$ cat config.mk
export PLATFORM = sky130hd
export DESIGN_NAME = tfm_cell
export DESIGN_NICKNAME = d
export VERILOG_FILES = /design/src/sv/tfm_pkg.sv /design/src/sv/tfm_cell.sv
export SDC_FILE = /design/constraint.sdc
export NUM_CORES = 1
export LEC_CHECK = 0
export CORE_AREA = 10 10 183 185
export CTS_BUF_LIST = sky130_fd_sc_hd__clkbuf_16
export CTS_CLUSTER_SIZE = 25
export DETAILED_ROUTE_END_ITERATION = 10
export DIE_AREA = 0 0 193 195
export DONT_BUFFER_PORTS = 1
export PLACE_DENSITY = 0.44
export SLEW_MARGIN = 20
export SYNTH_ARGS = -nofsm -noshare
export SYNTH_HDL_FRONTEND = slang
export SYNTH_SLANG_ARGS = --single-unit
$ cat constraint.sdc
create_clock -name clk -period 11.47 [get_ports clk]
set_input_delay 2.294 -clock clk [delete_from_list [all_inputs] [get_ports clk]]
set_output_delay 2.294 -clock clk [all_outputs]
set_load 0.01 [all_outputs]
$ cat src/sv/tfm_pkg.sv
// Shared types and constants for the timestamp frame matcher.
package tfm_pkg;

  localparam int TABLE_DEPTH = 16;

  localparam logic ACT_PUSH = 1'b0;
  localparam logic ACT_POP  = 1'b1;

  typedef struct packed {
    logic        action;
    logic [63:0] clock_identity;
    logic [15:0] port_number;
    logic [15:0] sequence_number;
    logic [63:0] stamp_in;
  } in_word_t;

  typedef struct packed {
    logic        matched;
    logic [63:0] stamp_out;
    logic        push_dropped;
  } out_word_t;

  typedef struct packed {
    logic [63:0] clock_id;
    logic [15:0] port;
    logic [15:0] seq;
    logic [63:0] stamp;
  } record_t;

  // What a cell hands to its lower neighbor
  typedef struct packed {
    logic    used;
    logic    rm;
    record_t rec;
  } cell_link_t;

  // Broadcast controls from the sequencer to every cell
  typedef struct packed {
    logic    push;
    logic    cmp;
    logic    mark;
    logic    shift;
    record_t key;
  } cell_ctrl_t;

  typedef enum logic [2:0] {
    ST_IDLE,
    ST_PUSH,
    ST_CMP,
    ST_MARK,
    ST_SHIFT,
    ST_FIN
  } state_t;

endpackage

$ cat src/sv/tfm_cell.sv
// One table slot: record storage, key compare and shift from upper neighbor.
module tfm_cell
  import tfm_pkg::*;
(
  input  logic       clk,
  input  logic       rst,
  input  cell_ctrl_t ctrl,
  input  logic       prev_used,
  input  cell_link_t nbr,
  input  logic       take,
  input  logic       rm_set,
  output cell_link_t link,
  output logic       eq,
  output logic       lt
);

  logic    used;
  logic    rm;
  record_t rec;
  logic    same;

  assign same = (rec.clock_id == ctrl.key.clock_id) && (rec.port == ctrl.key.port);

  always_ff @(posedge clk) begin
    if (rst) begin
      used <= 1'b0;
      rm   <= 1'b0;
    end else begin
      if (ctrl.push && !used && prev_used) begin
        used <= 1'b1;
      end else if (ctrl.shift && take) begin
        used <= nbr.used;
      end
      if (ctrl.mark) begin
        rm <= rm_set;
      end else if (ctrl.shift && take) begin
        rm <= nbr.rm;
      end
    end
  end

  always_ff @(posedge clk) begin
    if (ctrl.push && !used && prev_used) begin
      rec <= ctrl.key;
    end else if (ctrl.shift && take) begin
      rec <= nbr.rec;
    end
    if (ctrl.cmp) begin
      eq <= used && same && (rec.seq == ctrl.key.seq);
      lt <= used && same && (rec.seq < ctrl.key.seq);
    end
  end

  assign link = '{used: used, rm: rm, rec: rec};

endmodule

**Yosys cells after proc, flatten, opt, wreduce, memory -nomap -nowiden**

Cells that the tools add are included.

- Register bits after elaboration: 164
- Input bits: 331
- Output and inout port bits: 164
- Logic and storage cells: 28

- Magnitude comparators: 1
- Equality and inequality tests: 3
- Multiplexer cells: 6
- Reduce and logical (&&, ||, !) cells: 10

Operators by type and width:

| cell | number |
|---|---|
| $mux 160 | 2 |
| $eq 64x64->1 | 1 |
| $eq 16x16->1 | 2 |
| $lt 16x16->1 | 1 |
| $logic_and 1x1->1 | 7 |
| $mux 1 | 4 |
| $reduce_bool 2->1 | 2 |
| $logic_not 1->1 | 1 |

**Logic depth before layout (Yosys ltp)**

- Word-level depth: 4
- Mapped depth: 7
- Gate-level depth less buffers: 7

**Worst setup path before layout**

No wires, ideal clock.

- Path kind: input port to flip-flop
- From: in prev_used
- To: reg rec (netlist bit link[0]), enable pin
- Arrival: 5,568 ps
- Setup slack: 4,577 ps
- Stages: 4
- Buffers on the path: 2
- Path through: nand3b_1 clkbuf_1 clkbuf_1 nand2_1

- Word-level cells in the longest chain between the ends: 2

RTL lines:

| element | line | source |
|---|---|---|
| start, declared | tfm_cell.sv:8 | `input logic prev_used,` |
| $logic_and 1x1->1 | tfm_cell.sv:43 | `if (ctrl.push && !used && prev_used) begin` |
| $reduce_bool 2->1 (no source line) | - |  |
| end signal, assigned | tfm_cell.sv:44 | `rec <= ctrl.key;` |
| end signal, assigned | tfm_cell.sv:46 | `rec <= nbr.rec;` |
| end, declared | tfm_cell.sv:19 | `record_t rec;` |

Every way passes these cells.
A chain may end at the register's enable or synchronous reset.

**Worst setup path after layout**

- From: in prev_used
- To: reg rec (netlist bit link[135]), enable pin

Same word-level chain as after synthesis.

==> results.md <==
- The run finished with clean final reports.
- The worst setup path is of the primary input to flip-flop kind.
- The proportion of register bits with asynchronous set or reset after synthesis is 0%.
- The height of the chip is just under 200 um.
- The number of fill cells is 3016.
- sky130_fd_sc_hd__edfxtp_1 is the most common cell in the netlist.
- Sorting the synthesized cells by how often they occur yields sky130_fd_sc_hd__edfxtp_1 (162), sky130_fd_sc_hd__mux2_2 (130), sky130_fd_sc_hd__xnor2_1 (40).
- Timing would allow up to ~230 MHz.
- The via-per-instance ratio is 4.90.
- The number of nets in the synthesized netlist is 926.
- The sequential share of power is between 50% and 60%.
- The kind of path behind the tightest hold check is flip-flop to flip-flop.
- The total number of yosys warnings is 0.
- From synthesis to final layout, the design area changed by 12.7%.
- The post-synthesis cell area is 0.00817 mm^2.
- The power density over cell area is 166 mW/mm^2.
- The number of nets in the layout is approximately 930.
- STA puts the critical path data required time at 11.52 ns.
- After global routing the overflow that remains totals 0.
- The combinational family with the most area after synthesis is multiplexers.
- The total length of routed wires is 28.8 mm.
- Of the total power, combinational logic draws 9.6%.
- The post-cts sizing count is 0.
- The count of flip-flops with a built-in enable after synthesis is approximately 160.
- The core area is 0.0300 mm^2.
- The dominant synthesized flop cell is sky130_fd_sc_hd__edfxtp_1.
- The CTS tree is built.
- The via count of the first global-routing pass is 5430.
- The post-placement worst setup slack is ~6.8 ns.
- The clock tree root driver cell is sky130_fd_sc_hd__clkbuf_16.
- The clock net sink count is 164.
- The later-pin clock latency in the skew report is 0.43 ns.
- The number of hold buffers added after CTS is 0.
- The count of antenna diodes in the layout is 0.
- In the synthesized netlist, the number of instances is between 500 and 600.
- The critical path goes through nand3b_1 > buf_12 > nand2_4 > buf_4.
- A synthesized cell averages 14.1 um^2.
- The minimum setup slack in the final design is 7.19 ns.
- IR analysis of the VDD net gives a maximum drop of 0.0950 mV.
- The final critical delay including setup and external delays is about 4.3 ns.
- The synthesized netlist devotes 5.70% of its cell area to simple gates.
- The clock network burns 38.5% of the power.
- The post-CTS setup buffer count is 0.
- The mux cell area share after synthesis is 18.1%.
- The slowest cell on the critical path is sky130_fd_sc_hd__buf_4.
- The total global-route track usage is 14.5%.
- The width of the chip is between 150 and 200 um.
- CTS built an H-tree with a depth of 4.
- The net load switching power is between 300 and 400 uW.
- The count of nets left with antenna violations after detail routing is 0.
- The cell-internal power is 1.14 mW.
- The synthesized-area fraction occupied by ao, oa, aoi and oai cells is under 10%.
- The final number of max-transition violations was 0.
- The relative max-transition margin is 25.2%.
- The area share of xor/xnor cells in the synthesized design is 5.58%.
- Buffers inserted during clock tree synthesis total 17.
- After detailed routing, the average wire length per cell comes to 29.1 um.
- Between clock sinks in the finished design, the worst skew comes to 0.00992 ns.
- The floorplan has 64 rows.
- The routability congestion estimate from global placement is 0.807.
- Net switching is 25.4% of the power.
- The sequential share of the synthesized area is 60.1%.
- The quantity of I/O buffers inserted on ports is 0.
- The wire length of the first global-routing pass is 39.5 mm.
- The sort of element at the start of the critical path is a primary input.
- The largest fanout on the critical path is 192.
- The largest single stage delay on the critical path is 0.79 ns.
- Of the cells placed in the final design, the portion with a size suffix greater than 1 is 28.1%.
- Counting along the longest clock path gives a buffer depth of 2.
- For this design the static power due to leakage is 3.19 nW.
- Setup repair after global routing left no endpoint under its margin.
- The floorplan die area is 0.0376 mm^2.
- The wire-length estimate of the detail-placed layout is 23.4 mm.
- Setup violations remaining at the end of the flow were counted as 0.
- The initial core utilization is 27.2%.
- The area share of the leading cell type in the synthesized netlist is 59.6%.
- 495 I/O pins were placed.
- The first detailed-routing pass ran for 4 iterations.
- The fraction of the cycle the final worst path needs is 37.3%.
- The aggregate negative setup slack is 0 ns.
- Of the total synthesized cell area, the portion taken by full adders, half adders and majority gates is 2.45%.
- The largest net degree at the start of global routing is between 150 and 200.
- Summed over all instances, the cell type with the most area after synthesis is sky130_fd_sc_hd__edfxtp_1.
- Data arrives at the worst endpoint at roughly 4.3 ns.
- The post-CTS clock slew at the launch and capture registers of the worst setup and hold paths is 0.07 ns.
- The transition time at the pin with the least slew margin is 1.12 ns.
- The final hold violation count was 0.
- The via count is approximately 4800.
- The number of distinct library cell variants in the gate-level netlist after synthesis is 39.
- In the routed design, unresolved DRC markers number 0.
- The number of max-capacitance violations reported is 0.
- The detailed router's first-iteration violation count is 222.
- By area the synthesized netlist is led by sky130_fd_sc_hd__edfxtp_1 (60%), sky130_fd_sc_hd__mux2_2 (18%), sky130_fd_sc_hd__xnor2_1 (4.3%), sky130_fd_sc_hd__ha_1 (2.5%), sky130_fd_sc_hd__o21ai_0 (1.8%).
- The number of antenna violations at the first check in global routing is 0.
- The kind of end point of the critical path is a flip-flop.
- The flip-flop and latch count after synthesis is 164.
==> layer usage <==
metal  global-route usage, %  vias to the layer above  wire length [um]
met5                       0                        -                 0
met4                    4.22                        0               410
met3                    7.54                       17              3600
met2                    25.5                      284             14900
met1                    14.4                     2362              9860
li1                        -                     2175                 -
==> state kept, by name, indices dropped and copies added, names as in the netlist <==
register	flops
link	160
lt	1
used	1
rm	1
eq	1
==> critical path: cells and delay by family <==
kind,cells,cell delay (ns)
AND/OR/NAND/NOR,2,0.68
buffers and inverters,2,1.07
==> kinds of logic after synthesis <==
logic type	Yosys count
AO/OA/AOI/OAI	66
XOR/XNOR	52
adder cells (fa/ha/maj)	16
buffers and inverters	62
flip-flops	164
multiplexers	131
AND/OR/NAND/NOR	88
==> stage by stage <==
stage / instance area (um^2) / util, % / hold WS, ns / total power [mW] / cells
2_1_floorplan: 8170 / - / 0.538 / 0.904 / 579
3_3_place_gp: 8610 / 28.7 / 0.649 / 0.951 / 955
3_5_place_dp: 8610 / 28.7 / 0.666 / 0.954 / 955
4_1_cts: 9200 / 30.6 / 0.681 / 1.55 / 987
5_1_grt: 9200 / 30.6 / 0.738 / 1.59 / 987
6_report: 9200 / 30.6 / 0.686 / 1.52 / 987
==> worst paths after layout <==
path                     start             endpoint  slack (ns)  cells after the start
max reg2reg  used$_SDFFE_PP0P_  link[138]$_DFFE_PP_        8.46                      4
max                  prev_used  link[135]$_DFFE_PP_        7.19                      4
min            rm$_SDFFE_PP0P_      rm$_SDFFE_PP0P_        0.69                      4
min reg2reg    rm$_SDFFE_PP0P_      rm$_SDFFE_PP0P_        0.69                      4
==> power by group through the flow <==
| stage | sequential [mW] | clock, mW | combinational [mW] |
|---|---|---|---|
| after floorplan | 0.788 | 0 | 0.116 |
| after global placement | 0.806 | 0 | 0.146 |
| after detailed placement | 0.804 | 0 | 0.150 |
| after CTS | 0.793 | 0.604 | 0.150 |
| after global routing | 0.796 | 0.628 | 0.163 |
| final | 0.790 | 0.587 | 0.147 |
==> cell usage in the layout (no fill, tap or decap), types with 5 or more instances in the layout <==
| master | count |
|---|---|
| sky130_fd_sc_hd__clkbuf_16 | 17 |
| sky130_fd_sc_hd__a21oi_1 | 8 |
| sky130_fd_sc_hd__ha_1 | 16 |
| sky130_fd_sc_hd__nor3_1 | 5 |
| sky130_fd_sc_hd__nor4_1 | 6 |
| sky130_fd_sc_hd__nand4_1 | 17 |
| sky130_fd_sc_hd__nand2_1 | 33 |
| sky130_fd_sc_hd__inv_1 | 39 |
| sky130_fd_sc_hd__o21ai_0 | 30 |
| sky130_fd_sc_hd__xnor2_1 | 40 |
| sky130_fd_sc_hd__o22ai_1 | 5 |
| sky130_fd_sc_hd__xor2_1 | 12 |
| sky130_fd_sc_hd__edfxtp_1 | 162 |
| sky130_fd_sc_hd__o2bb2ai_1 | 7 |
| sky130_fd_sc_hd__mux2_2 | 130 |
| sky130_fd_sc_hd__nand2b_1 | 11 |
==> final cells by class <==
| type | count | area, um^2 | area share [%] |
|---|---|---|---|
| Clock inverter | 15 | 165 | 1.80 |
| Tap cell | 396 | 495 | 5.39 |
| Sequential cell | 164 | 4900 | 53.3 |
| Multi-Input combinational cell | 353 | 3030 | 32.9 |
| Timing Repair Buffer | 3 | 35.0 | 0.381 |
| Inverter | 39 | 146 | 1.59 |
| Clock buffer | 17 | 425 | 4.62 |
(Power assumes the default switching activity.)
